## src/rtl/core/keyboard_lock_filter_macros.svh

```systemverilog
// Assertion macros for the keyboard lock filter RTL.
// Included by keyboard_lock_filter, the module that carries concurrent assertions; no other dependencies.
`ifndef KEYBOARD_LOCK_FILTER_MACROS_SVH
`define KEYBOARD_LOCK_FILTER_MACROS_SVH

`ifndef ASSERT_OFF
// Overlapping implication: when ante holds, cons holds in the same cycle.
`define KLF_ASSERT_SAME(label, clk, rst_n, ante, cons) \
    label: assert property (@(posedge clk) disable iff (!rst_n) (ante) |-> (cons)) \
        else $error("keyboard_lock_filter: same-cycle check failed");
// Next-cycle implication: when ante holds, cons holds in the cycle after.
`define KLF_ASSERT_NEXT(label, clk, rst_n, ante, cons) \
    label: assert property (@(posedge clk) disable iff (!rst_n) (ante) |=> (cons)) \
        else $error("keyboard_lock_filter: next-cycle check failed");
`else
`define KLF_ASSERT_SAME(label, clk, rst_n, ante, cons)
`define KLF_ASSERT_NEXT(label, clk, rst_n, ante, cons)
`endif

`endif

```

## src/rtl/core/klf_pkg.sv

```systemverilog
// Shared types and constants for the keyboard lock filter.
// No dependencies; imported by every module of the block.
package klf_pkg;

    localparam int SEQ_W   = 64;
    localparam int LEN_W   = 4;
    localparam int CODE_W  = 8;
    localparam int CHAR_W  = 8;
    localparam int MATCH_W = 3;
    localparam int MOD_W   = 4;
    localparam int CFG_IDX_W = 2;

    localparam int MAX_SEQUENCE_DEF = 8;

    localparam logic [SEQ_W-1:0]  SEQ_RESET    = 64'h0000_4B43_4F4C_4E55; // "UNLOCK"
    localparam logic [LEN_W-1:0]  LEN_RESET    = 4'd6;
    localparam logic [CODE_W-1:0] HOTKEY_RESET = 8'h4C;                    // 'L'

    // Configuration register indexes
    localparam logic [CFG_IDX_W-1:0] CFG_SEQUENCE = 2'd0;
    localparam logic [CFG_IDX_W-1:0] CFG_LENGTH   = 2'd1;
    localparam logic [CFG_IDX_W-1:0] CFG_HOTKEY   = 2'd2;

    typedef enum logic [1:0] {
        FUNC_KEY         = 2'd0,
        FUNC_LOCK_ON     = 2'd1,
        FUNC_LOCK_OFF    = 2'd2,
        FUNC_LOCK_TOGGLE = 2'd3
    } t_func;

    typedef struct packed {
        t_func             func;
        logic [CODE_W-1:0] key_code;
        logic [CHAR_W-1:0] key_char;
        logic              key_up;
    } t_in_item;

    typedef struct packed {
        logic block_key;
        logic locked;
        logic lock_changed;
    } t_out_item;

    // Live configuration, length already clamped to the legal range
    typedef struct packed {
        logic [SEQ_W-1:0]  seq;
        logic [LEN_W-1:0]  eff_len;
        logic [CODE_W-1:0] hotkey;
    } t_cfg;

    typedef struct packed {
        logic               lock;
        logic [MATCH_W-1:0] match_count;
        logic [MOD_W-1:0]   mods;
        logic               armed;
    } t_state;

endpackage

```

## src/rtl/core/keyboard_lock_filter.sv

```systemverilog
// Top level of the keyboard lock filter: input register, update logic, result register.
// Depends on klf_pkg, klf_cfg, klf_update and keyboard_lock_filter_macros.svh.
//
//  Channel   Signals                                   Carries
//  -------   ---------------------------------------   ---------------------------
//  in        i_in_valid / o_in_ready / i_in_item       key event or lock command
//  out       o_out_valid / i_out_ready / o_out_item    block, locked, changed
//  cfg       i_cfg_we / i_cfg_index / i_cfg_data       register write, no wait
//
// Each item passes through the input register and then the result register.
// One item transfers per cycle in steady state while i_out_ready holds; the state
// registers update when an item moves from the input register to the result register.
// Reset is synchronous and active low; it clears the valid flags, the filter
// state and returns the configuration registers to their defaults.
// A stall on the output holds the result register, then fills the input
// register; o_in_ready drops only when both are full.
`include "keyboard_lock_filter_macros.svh"

module keyboard_lock_filter import klf_pkg::*; #(
    parameter int MAX_SEQUENCE = MAX_SEQUENCE_DEF
) (
    input  logic                 i_clk,
    input  logic                 i_rst_n,
    input  logic                 i_in_valid,
    output logic                 o_in_ready,
    input  t_in_item             i_in_item,
    output logic                 o_out_valid,
    input  logic                 i_out_ready,
    output t_out_item            o_out_item,
    input  logic                 i_cfg_we,
    input  logic [CFG_IDX_W-1:0] i_cfg_index,
    input  logic [SEQ_W-1:0]     i_cfg_data
);

    t_cfg      cfg;
    t_state    r_state;
    t_state    n_state;
    t_in_item  r_in;
    logic      r_in_valid;
    t_out_item r_out;
    t_out_item n_out;
    logic      r_out_valid;
    logic      advance;

    klf_cfg #(
        .MAX_SEQUENCE(MAX_SEQUENCE)
    ) u_cfg (
        .i_clk       (i_clk),
        .i_rst_n     (i_rst_n),
        .i_cfg_we    (i_cfg_we),
        .i_cfg_index (i_cfg_index),
        .i_cfg_data  (i_cfg_data),
        .o_cfg       (cfg)
    );

    klf_update u_update (
        .i_item   (r_in),
        .i_state  (r_state),
        .i_cfg    (cfg),
        .o_state  (n_state),
        .o_result (n_out)
    );

    // Move the held item into the result register whenever that slot is free
    // or is being emptied this cycle.
    assign advance    = r_in_valid && (!r_out_valid || i_out_ready);
    assign o_in_ready = !r_in_valid || advance;

    always_ff @(posedge i_clk) begin
        if (!i_rst_n) begin
            r_in_valid <= 1'b0;
        end else if (o_in_ready) begin
            r_in_valid <= i_in_valid;
        end
    end

    // Payload register: load on every transfer, hold otherwise.
    always_ff @(posedge i_clk) begin
        if (o_in_ready && i_in_valid) begin
            r_in <= i_in_item;
        end
    end

    always_ff @(posedge i_clk) begin
        if (!i_rst_n) begin
            r_out_valid <= 1'b0;
        end else if (advance) begin
            r_out_valid <= 1'b1;
        end else if (i_out_ready) begin
            r_out_valid <= 1'b0;
        end
    end

    always_ff @(posedge i_clk) begin
        if (advance) begin
            r_out <= n_out;
        end
    end

    // Filter state commits together with the result of the item that changed it.
    always_ff @(posedge i_clk) begin
        if (!i_rst_n) begin
            r_state <= '0;
        end else if (advance) begin
            r_state <= n_state;
        end
    end

    assign o_out_valid = r_out_valid;
    assign o_out_item  = r_out;

    `KLF_ASSERT_NEXT(a_locked_tracks_state, i_clk, i_rst_n, advance,
        r_out.locked == r_state.lock)
    `KLF_ASSERT_NEXT(a_changed_matches_edge, i_clk, i_rst_n, advance,
        r_out.lock_changed == (r_state.lock != $past(r_state.lock)))
    `KLF_ASSERT_SAME(a_block_only_locked, i_clk, i_rst_n, advance && n_out.block_key,
        r_state.lock)
    `KLF_ASSERT_SAME(a_stall_needs_item, i_clk, i_rst_n, !o_in_ready,
        r_in_valid && r_out_valid)

endmodule

```

## src/rtl/core/klf_cfg.sv

```systemverilog
// Configuration registers of the keyboard lock filter.
// Depends on klf_pkg; clamps the unlock length to 1..MAX_SEQUENCE.
module klf_cfg import klf_pkg::*; #(
    parameter int MAX_SEQUENCE = MAX_SEQUENCE_DEF
) (
    input  logic                 i_clk,
    input  logic                 i_rst_n,
    input  logic                 i_cfg_we,
    input  logic [CFG_IDX_W-1:0] i_cfg_index,
    input  logic [SEQ_W-1:0]     i_cfg_data,
    output t_cfg                 o_cfg
);

    localparam logic [LEN_W-1:0] LEN_MAX = LEN_W'(MAX_SEQUENCE);

    logic [SEQ_W-1:0]  r_seq;
    logic [LEN_W-1:0]  r_len;
    logic [CODE_W-1:0] r_hotkey;
    logic [LEN_W-1:0]  eff_len;

    always_ff @(posedge i_clk) begin
        if (!i_rst_n) begin
            r_seq    <= SEQ_RESET;
            r_len    <= LEN_RESET;
            r_hotkey <= HOTKEY_RESET;
        end else if (i_cfg_we) begin
            unique case (i_cfg_index)
                CFG_SEQUENCE: r_seq    <= i_cfg_data;
                CFG_LENGTH:   r_len    <= i_cfg_data[LEN_W-1:0];
                CFG_HOTKEY:   r_hotkey <= i_cfg_data[CODE_W-1:0];
                default: ;
            endcase
        end
    end

    always_comb begin
        if (r_len == '0) begin
            eff_len = LEN_W'(1);
        end else if (r_len > LEN_MAX) begin
            eff_len = LEN_MAX;
        end else begin
            eff_len = r_len;
        end
    end

    assign o_cfg = '{seq: r_seq, eff_len: eff_len, hotkey: r_hotkey};

endmodule

```

## src/rtl/core/klf_update.sv

```systemverilog
// Per-item update of the lock state, unlock match and modifier tracking.
// Depends on klf_pkg; purely combinational, registered by the top level.
module klf_update import klf_pkg::*; (
    input  t_in_item  i_item,
    input  t_state    i_state,
    input  t_cfg      i_cfg,
    output t_state    o_state,
    output t_out_item o_result
);

    localparam logic [CODE_W-1:0] WL_LO = 8'hAD;   // mute
    localparam logic [CODE_W-1:0] WL_HI = 8'hB3;   // play/pause
    localparam logic [MOD_W-1:0]  MOD_ALT   = 4'b0001;
    localparam logic [MOD_W-1:0]  MOD_CTRL  = 4'b0010;
    localparam logic [MOD_W-1:0]  MOD_SHIFT = 4'b0100;
    localparam logic [MOD_W-1:0]  MOD_WIN   = 4'b1000;

    logic               whitelisted;
    logic               block;
    logic [MOD_W-1:0]   mod_bit;
    logic [CHAR_W-1:0]  want;
    logic [LEN_W-1:0]   next_idx;
    t_state             n_state;

    assign whitelisted = (i_item.key_code >= WL_LO) && (i_item.key_code <= WL_HI);
    assign want        = i_cfg.seq[{i_state.match_count, 3'b000} +: CHAR_W];
    assign next_idx    = {1'b0, i_state.match_count} + LEN_W'(1);

    always_comb begin
        case (i_item.key_code) inside
            8'hA4, 8'hA5: mod_bit = MOD_ALT;
            8'hA2, 8'hA3: mod_bit = MOD_CTRL;
            8'hA0, 8'hA1: mod_bit = MOD_SHIFT;
            8'h5B, 8'h5C: mod_bit = MOD_WIN;
            default:      mod_bit = '0;
        endcase
    end

    always_comb begin
        n_state = i_state;
        block   = 1'b0;
        unique case (i_item.func)
            FUNC_LOCK_ON:     n_state.lock = 1'b1;
            FUNC_LOCK_OFF:    n_state.lock = 1'b0;
            FUNC_LOCK_TOGGLE: n_state.lock = ~i_state.lock;
            FUNC_KEY: begin
                block = i_state.lock && !whitelisted;
                if (block) begin
                    // swallowed press: advance or restart the unlock match, unlocking when it completes
                    if (!i_item.key_up) begin
                        if (i_item.key_char == want) begin
                            if (next_idx >= i_cfg.eff_len) begin
                                n_state.lock        = 1'b0;
                                n_state.match_count = '0;
                            end else begin
                                n_state.match_count = next_idx[MATCH_W-1:0];
                            end
                        end else begin
                            n_state.match_count = '0;
                        end
                    end
                end else begin
                    if (i_item.key_up) begin
                        n_state.mods = i_state.mods & ~mod_bit;
                    end else begin
                        n_state.mods = i_state.mods | mod_bit;
                    end
                    if ((n_state.mods == (MOD_CTRL | MOD_ALT)) &&
                        (i_item.key_code == i_cfg.hotkey) && !i_item.key_up) begin
                        n_state.armed = 1'b1;
                    end
                    if ((n_state.mods == '0) && n_state.armed) begin
                        n_state.armed = 1'b0;
                        n_state.lock  = 1'b1;
                    end
                end
            end
        endcase
    end

    assign o_state  = n_state;
    assign o_result = '{block_key:    block,
                        locked:       n_state.lock,
                        lock_changed: n_state.lock ^ i_state.lock};

endmodule
```

## config.mk

```make
export PLATFORM = sky130hd
export DESIGN_NAME = keyboard_lock_filter
export DESIGN_NICKNAME = d
export VERILOG_FILES = /design/src/rtl/core/klf_pkg.sv /design/src/rtl/core/keyboard_lock_filter.sv /design/src/rtl/core/klf_cfg.sv /design/src/rtl/core/klf_update.sv
export VERILOG_INCLUDE_DIRS = /design/src /design/src/rtl/core
export SDC_FILE = /design/constraint.sdc
export NUM_CORES = 1
export LEC_CHECK = 0
export ABC_AREA = 1
export BUFFER_PORTS_ARGS = -buffer_cell sky130_fd_sc_hd__buf_2
export CAP_MARGIN = 25
export CORE_MARGIN = 4
export CORE_UTILIZATION = 59
export CTS_BUF_LIST = sky130_fd_sc_hd__clkbuf_8
export DETAILED_ROUTE_END_ITERATION = 8
export PLACE_DENSITY_LB_ADDON = 0.25
export REMOVE_ABC_BUFFERS = 1
export SLEW_MARGIN = 10
export SYNTH_ARGS = -nofsm -noshare
export SYNTH_HDL_FRONTEND = slang
export SYNTH_HIERARCHICAL = 1
export SYNTH_SLANG_ARGS = --single-unit
```

## constraint.sdc

```tcl
create_clock -name i_clk -period 2.8 [get_ports i_clk]
set_input_delay 0.42 -clock i_clk [delete_from_list [all_inputs] [get_ports i_clk]]
set_output_delay 0.42 -clock i_clk [all_outputs]
set_load 0.05 [all_outputs]
```

==> results of run 1 <==
[routing by layer]
metal  vias up  share of wire [%]
met2       138                 45
met5         -                  0
met3        16                6.9
li1       2888                  -
met1      2401                 47
met4         0                1.5
[cell usage in the layout (no fill, tap or decap)]
master      n
nand2_1   228
nand3_1   155
inv_1     123
buf_2      93
dfxtp_1    87
nor2_1     86
a21oi_1    53
edfxtp_1   22
buf_4      14
o21ai_0    12
clkbuf_8   10
a21oi_2     9
nand4_1     9
nor3_1      6
ha_1        5
inv_2       3
clkinv_4    3
nor2_4      3
xor2_1      3
nand3b_1    3
inv_4       2
nand3_2     2
nand2_2     2
a31oi_1     2
nand2_4     1
clkinv_1    1
nor2_2      1
o21ai_1     1
o21bai_1    1
o311a_1     1
o22ai_1     1
nor4_1      1
[state kept, by name, summed over array words and instances, names as in the netlist]
register        flops
r_in_valid          1
r_in               19
o_out_item          3
u_cfg/r_hotkey      8
o_out_valid         1
u_cfg/r_len         4
r_state             9
u_cfg/r_seq        64
[final timing paths]
path / to / depth (start not counted)
worst max-delay path: r_state[7] / 14
worst min register to register: u_cfg/r_seq[41] / 2
worst max register to register: r_state[7] / 14
worst min-delay path: r_in[4] / 1
[area by class of cell]
type | instances | area (um2)
clock inverters | 6 | 40.04
inverters | 126 | 475.5
fillers | 934 | 3249
multi-input cells | 585 | 2688
clock buffers | 10 | 137.6
well taps | 133 | 166.4
repair buffers | 107 | 570.5
flip-flops and latches | 109 | 2402
[cell families after synthesis]
family / count (synthesis) / synth area share [%]
AND/OR/NAND/NOR: 497 / 36.59
buffers and inverters: 178 / 13.52
flip-flops: 109 / 40.82
AO/OA/AOI/OAI: 80 / 7.568
adder cells (fa/ha/maj): 5 / 1.063
XOR/XNOR: 3 / 0.4465
[power by group]
group / internal [uW] / switching [uW]
Clock: 348 / 516
Combinational: 214 / 353
Sequential: 1690 / 54.5
Total: 2250 / 924
[stage by stage]
step	cell area, um2	total power [uW]
floorplan	5565	2131
global placement	6302	2332
detailed placement	6302	2345
CTS	6480	3196
global route	6480	3361
finish	6480	3175
==> summary.md, run 1 <==
| Metric | Value |
|---|---|
| Root Buffer | clkbuf_8 |
| Most numerous cell in the Yosys netlist | nand2_1 |
| Ant. Diodes | 0 |
| Clock sinks | 109 |
| Post-CTS Setup Inserts | 0 |
| Mapped Area | 0.005886 mm2 |
| Post-DR wirelength/cell | 11.67 um |
| Slowest-stage cell, CP | dfxtp_1 |
| Synth Register Bits | 109 |
| Yosys top cell area share | 29.59% |
| Slew @ Worst Pin | 0.8685 ns |
| Placement Setup Slack | 0.5231 ns |
| GRT overflow | 0 |
| First-pass GRT wire length | 21110 um |
| CP max FO | 18 |
| Final setup viols | 0 |
| Critical path launch point type | flop |
| RSZ-0062 raised after global routing | no |
| GRT Util Overall | 22.25% |
| Vias in the first global route | 4778 |
| Final core utilization | 66.60% |
| Clk Latency, worst-skew pair | 0.36 ns |
| DRC viols | 0 |
| Worst Path Required | 3.11 ns |
| Die area | 0.01164 mm2 |
| Hold_buf cts | 0 |
| Die Wd | 107.9 um |
| Placed Cells | 1060 |
| Fin. Hold Viols | 0 |
| Lkg Pwr | 0.003321 uW |
| Mean Syn Cell Area | 6.750 um2 |
| Power per standard cell area | 489.9 mW/mm2 |
| Post-detail-place hpwl | 8872 um |
| Final Slew Violations | 0 |
| Initial antenna violation count | 0 |
| Setup TNS Final | 0 ns |
| Effective utilization at floorplan | 60.49% |
| R2r setup slk | 0.50 ns |
| Seq/Total Area, Yosys | 40.82% |
| Worst path max stage delay | 0.48 ns |
| Final GP Congestion | 0.8476 |
| Fmax | 0.4350 GHz |
| Worst setup path class | reg -> reg |
| ANT nets after route | 0 |
| Worst slew margin | 42.04% |
| Area leader, netlist | dfxtp_1 |
| CTS Buf Count | 9 |
| Worst Setup End Kind | flop |
| GR Util met3 | 4.979% |
| Prevailing post-synth register cell | dfxtp_1 |
| Critical path's top delay family | simple AND/OR/NAND/NOR gates |
| Fin crit period | 2.299 ns |
| Peak VDD IR | 302.1 uV |
| Core Box Area | 0.009729 mm2 |
| Top cells by area, synth | dfxtp_1 30%, nand2_1 15%, nand3_1 13% |
| Drt pass-1 iters | 5 |
| Hold_sp | i_in_item[4] |
| Critical Path, Cell by Cell | inv_2 > nor3_1 > ha_1 > nand2_1 > o21bai_1 > o311a_1 > inv_1 > nor2_1 > nand4_1 > o21ai_0 > inv_1 > nand3_1 > nand2_1 > nor2_1 |
| Routing usage on met1 | 30.33% |
| Worst Setup SP | r_state[6] |
| Final worst slack | 0.5011 ns |
| CP Data Arrival Time | 2.61 ns |
| Synth-to-layout area growth | 10.10% |
| Via density | 5.059 |
| Min-Delay Path Class | in -> reg |
| Post-CTS Resized | 0 |
| Yosys warning count | 6 |
| Initial detailed-routing violation count | 368 |
| Post-synthesis cell type count | 33 |
| Final worst-path cycle share | 82.10% |
| CTS tree | built |
| Gate Count Post-Synth | 872 |
| Post-synth EDFFs | 22 |
| Status | completed |
| Vias | 5443 |
| Max_cap viols | 0 |
| Grt peak-use layer | met2 |
| CP Buf/Inv Count | 3 |
| Worst Clk Skew | 0.008390 ns |
| Min Hold Slack | 0.2209 ns |
| Synth top cells by count | 228 x nand2_1, 155 x nand3_1, 121 x inv_1 |
| Post-layout net count | 1033 |
| Share of cells above drive strength 1 | 15.16% |
| Clock Pin Slew Worst Setup and Hold Paths | 0.10 ns |
| # IOs | 95 |
| Post-synth ARST share | 0% |
| Post-Layout Cell Count | 1076 |
| Row cnt | 36 |
| Final wirelength | 12560 um |
| R2r startpoint | r_state[6] |
| Port-buffer cells | 94 |
| H-tree depth | 3 |
| Pin count of the biggest net entering global routing | 76 |
| CTS max path bufs | 2 |
| Height of the die | 107.9 um |
| Met2 usage | 35.88% |
No activity file was read; power rests on OpenSTA's default activity.
==> run 2: changes to the inputs <==
--- a/config.mk
+++ b/config.mk
@@ -6,11 +6,11 @@
 export SDC_FILE = /design/constraint.sdc
 export NUM_CORES = 1
 export LEC_CHECK = 0
-export ABC_AREA = 1
+export ABC_AREA = 0
 export BUFFER_PORTS_ARGS = -buffer_cell sky130_fd_sc_hd__buf_2
 export CAP_MARGIN = 25
 export CORE_MARGIN = 4
-export CORE_UTILIZATION = 59
+export CORE_UTILIZATION = 58
 export CTS_BUF_LIST = sky130_fd_sc_hd__clkbuf_8
 export DETAILED_ROUTE_END_ITERATION = 8
 export PLACE_DENSITY_LB_ADDON = 0.25
==> constraint.sdc (replaced) <==
create_clock -name i_clk -period 2.27 [get_ports i_clk]
set_input_delay 0.3405 -clock i_clk [delete_from_list [all_inputs] [get_ports i_clk]]
set_output_delay 0.3405 -clock i_clk [all_outputs]
set_load 0.05 [all_outputs]
==> run 2 against run 1 <==
Final cell count fell by 28%; wire length fell by 3.2%; non-clock buffer count rose by 25; utilization rose by 3.8 points; via count fell by 23%; the flow now finishes with violations (negative setup slack).
==> summary.md, run 2 <==
| Metric | Value |
|---|---|
| Peak VDD IR | 282.8 uV |
| Lkg Pwr | 0.002780 uW |
| Most frequent cells in the layout | 115 x nand2_1, 93 x buf_2, 86 x dfxtp_1, 73 x mux2i_1 |
| Mapped Area | 0.005593 mm2 |
| Fin. Hold Viols | 0 |
| Post-synthesis cell type count | 59 |
| Final wirelength | 12160 um |
| Final GP Congestion | 0.8634 |
| Post-synth EDFFs | 22 |
| R2r setup slk | -0.34 ns |
| Clk pwr share | 33.0% |
| Sequential share of power | 55.5% |
| Min-Delay Path Class | in -> reg |
| Initial antenna violation count | 0 |
| Vias in the first global route | 4208 |
| Height of the die | 106.2 um |
| Top Registers | u_cfg/r_seq (64), r_in (19), r_state (9) |
| Post-layout net count | 736 |
| Synth top cells by count | 115 x nand2_1, 87 x dfxtp_1, 74 x mux2i_1 |
| Vias | 4215 |
| Hold path endpoint | r_in[13] |
| Switch Pwr | 964.8 uW |
| Most numerous cell in the Yosys netlist | nand2_1 |
| Seq/Total Area, Yosys | 42.95% |
| Max_cap viols | 0 |
| CP max FO | 4 |
| Hold_sp | i_in_item[13] |
| Fin crit period | 2.611 ns |
| Share of cells above drive strength 1 | 27.40% |
| Fmax | 0.3830 GHz |
| DRC viols | 0 |
| RSZ-0062 raised after global routing | yes |
| Worst hold stages | 1 |
| CTS tree | built |
| Largest register FFs | 64 |
| Clock sinks | 109 |
| Clk Latency, worst-skew pair | 0.37 ns |
| Drt pass-1 iters | 5 |
| Clock Pin Slew Worst Setup and Hold Paths | 0.11 ns |
| Die Wd | 106.2 um |
| Comb power frac | 11.5% |
| Leading cell type in the layout, fill and taps excluded | nand2_1 |
| Final Slew Violations | 0 |
| Final worst-path cycle share | 115.0% |
| CTS max path bufs | 2 |
| Row cnt | 35 |
| Post-detail-place hpwl | 8652 um |
| H-tree depth | 3 |
| Slew @ Worst Pin | 0.4761 ns |
| Mean Syn Cell Area | 10.42 um2 |
| Ant. Diodes | 0 |
| Failing checks | negative setup slack |
| GRT overflow | 0 |
| Yosys top cell area share | 31.14% |
| Final core utilization | 70.44% |
| Worst Clk Skew | 0.01175 ns |
| Switching share of total power | 25.43% |
| Status | complete, but fails checks |
| Post-DR wirelength/cell | 15.69 um |
| Critical R2R Capture | o_out_item[1] |
| Pin count of the biggest net entering global routing | 50 |
| Synth-to-layout area growth | 17.47% |
| CP Data Arrival Time | 2.72 ns |
| Gate Count Post-Synth | 537 |
| GRT Util Overall | 21.72% |
| DP Area | 0.006217 mm2 |
| Worst slew margin | 68.26% |
| Layout fillers | 689 |
| Top cells by area, synth | dfxtp_1 31%, mux2i_1 13%, edfxtp_1 12% |
| Worst Path Required | 2.38 ns |
| Reg2reg path depth | 10 |
| Post-synth ARST share | 0% |
| CTS Buf Count | 9 |
| First-pass GRT wire length | 19840 um |
| Port-buffer cells | 94 |
| ANT nets after route | 0 |
| Worst Setup End Kind | flop |
| Core Box Area | 0.009328 mm2 |
| Yosys warning count | 6 |
| Power per standard cell area | 577.6 mW/mm2 |
| Placed Cells | 750 |
| Min Hold Slack | 0.1352 ns |
| Effective utilization at floorplan | 59.96% |
| Die area | 0.01128 mm2 |
| R2r startpoint | r_state[5] |
| # IOs | 95 |
| Worst setup path class | reg -> reg |
| Initial detailed-routing violation count | 184 |
| Final setup viols | 6 |
| Register bank with the most flops | u_cfg/r_seq |
| Prevailing post-synth register cell | dfxtp_1 |
| Synth Register Bits | 109 |
| Via density | 5.439 |
| Area leader, netlist | dfxtp_1 |
| Int Pwr | 2830 uW |
| Final instance area | 0.006570 mm2 |
| Root Buffer | clkbuf_8 |
| Critical path launch point type | flop |
| Final worst slack | -0.3407 ns |
| Post-Layout Cell Count | 775 |
==> run 2: cell types whose count changed after synthesis, moves of 13 or more <==
cell       change
nand3_1      -154
nand2_1      -113
inv_1         -92
nor2_1        -77
mux2i_1       +74
a21oi_1       -48
o211ai_1      +21
nand4bb_1     +19
buf_2         -13
==> run 2: power groups by stage <==
| stage | clock (uW) | sequential (uW) | combinational (uW) |
|---|---|---|---|
| 2_1_floorplan | 0 | 2150 | 213 |
| 3_3_place_gp | 0 | 2150 | 411 |
| 3_5_place_dp | 0 | 2150 | 426 |
| 4_1_cts | 1280 | 2110 | 429 |
| 5_1_grt | 1360 | 2120 | 479 |
| 6_report | 1250 | 2110 | 438 |
==> run 2: worst max-delay path by stage <==
| stage | from | to | slack, ns | depth (start not counted) |
|---|---|---|---|---|
| floorplan | i_cfg_index[0] | u_cfg/r_seq[12] | -1.51 | 2 |
| global placement | r_state[5] | r_state[5] | -0.36 | 10 |
| detailed placement | r_state[5] | r_state[7] | -0.39 | 10 |
| CTS | r_state[5] | r_state[7] | -0.33 | 11 |
| global route | r_state[5] | r_state[5] | -0.57 | 12 |
| finish | r_state[5] | o_out_item[1] | -0.34 | 10 |
==> run 2: worst max-delay path, cell delays in order (launching register included) <==
cell and delay [ns]:
dfxtp_4 0.38, buf_12 0.12, buf_12 0.10, mux4_2 0.50, mux2i_2 0.18, xnor2_1 0.11
nor4_2 0.32, nand4_2 0.25, buf_6 0.20, nor3_4 0.14, a211oi_2 0.06
==> run 2: area by class of cell <==
type / instances / area, um2 / share of cell area [%]
repair buffers: 132 / 852.1 / 12.97
clock buffers: 10 / 137.6 / 2.095
inverters: 29 / 108.9 / 1.657
flip-flops and latches: 109 / 2406 / 36.62
multi-input cells: 360 / 2826 / 43.02
well taps: 129 / 161.4 / 2.457
clock inverters: 6 / 77.57 / 1.181
==> run 2: cells by family after synthesis <==
logic type | synth area share [%]
buffers and inverters | 7.248
multiplexers | 20.09
XOR/XNOR | 2.662
AND/OR/NAND/NOR | 19.13
AO/OA/AOI/OAI | 6.801
flip-flops | 42.95
adder cells (fa/ha/maj) | 1.119
==> run 2: repair_timing <==
item	4_1_cts	5_1_grt
setup buffers	4	4
pin swaps	6	5
hold buffers	0	0
resized for setup	6	9
setup endpoints to repair	6	7
==> run 2: through the flow <==
step	TNS, ns	setup slack (ns)	power (uW)
detailed placement	-2.092	-0.3926	2577
global route	-3.115	-0.5661	3954
global placement	-1.806	-0.3596	2560
CTS	-1.620	-0.3313	3817
finish	-1.944	-0.3407	3795
floorplan	-98.25	-1.514	2362
==> run 2: per-layer routing <==
metal | routed length (um) | GRT usage, % | part of all wire (%)
met1 | 5435 | 28.28 | 45
met4 | 191 | 7.031 | 1.6
met3 | 381 | 3.218 | 3.1
met2 | 6153 | 37.15 | 51
met5 | 0 | 0 | 0
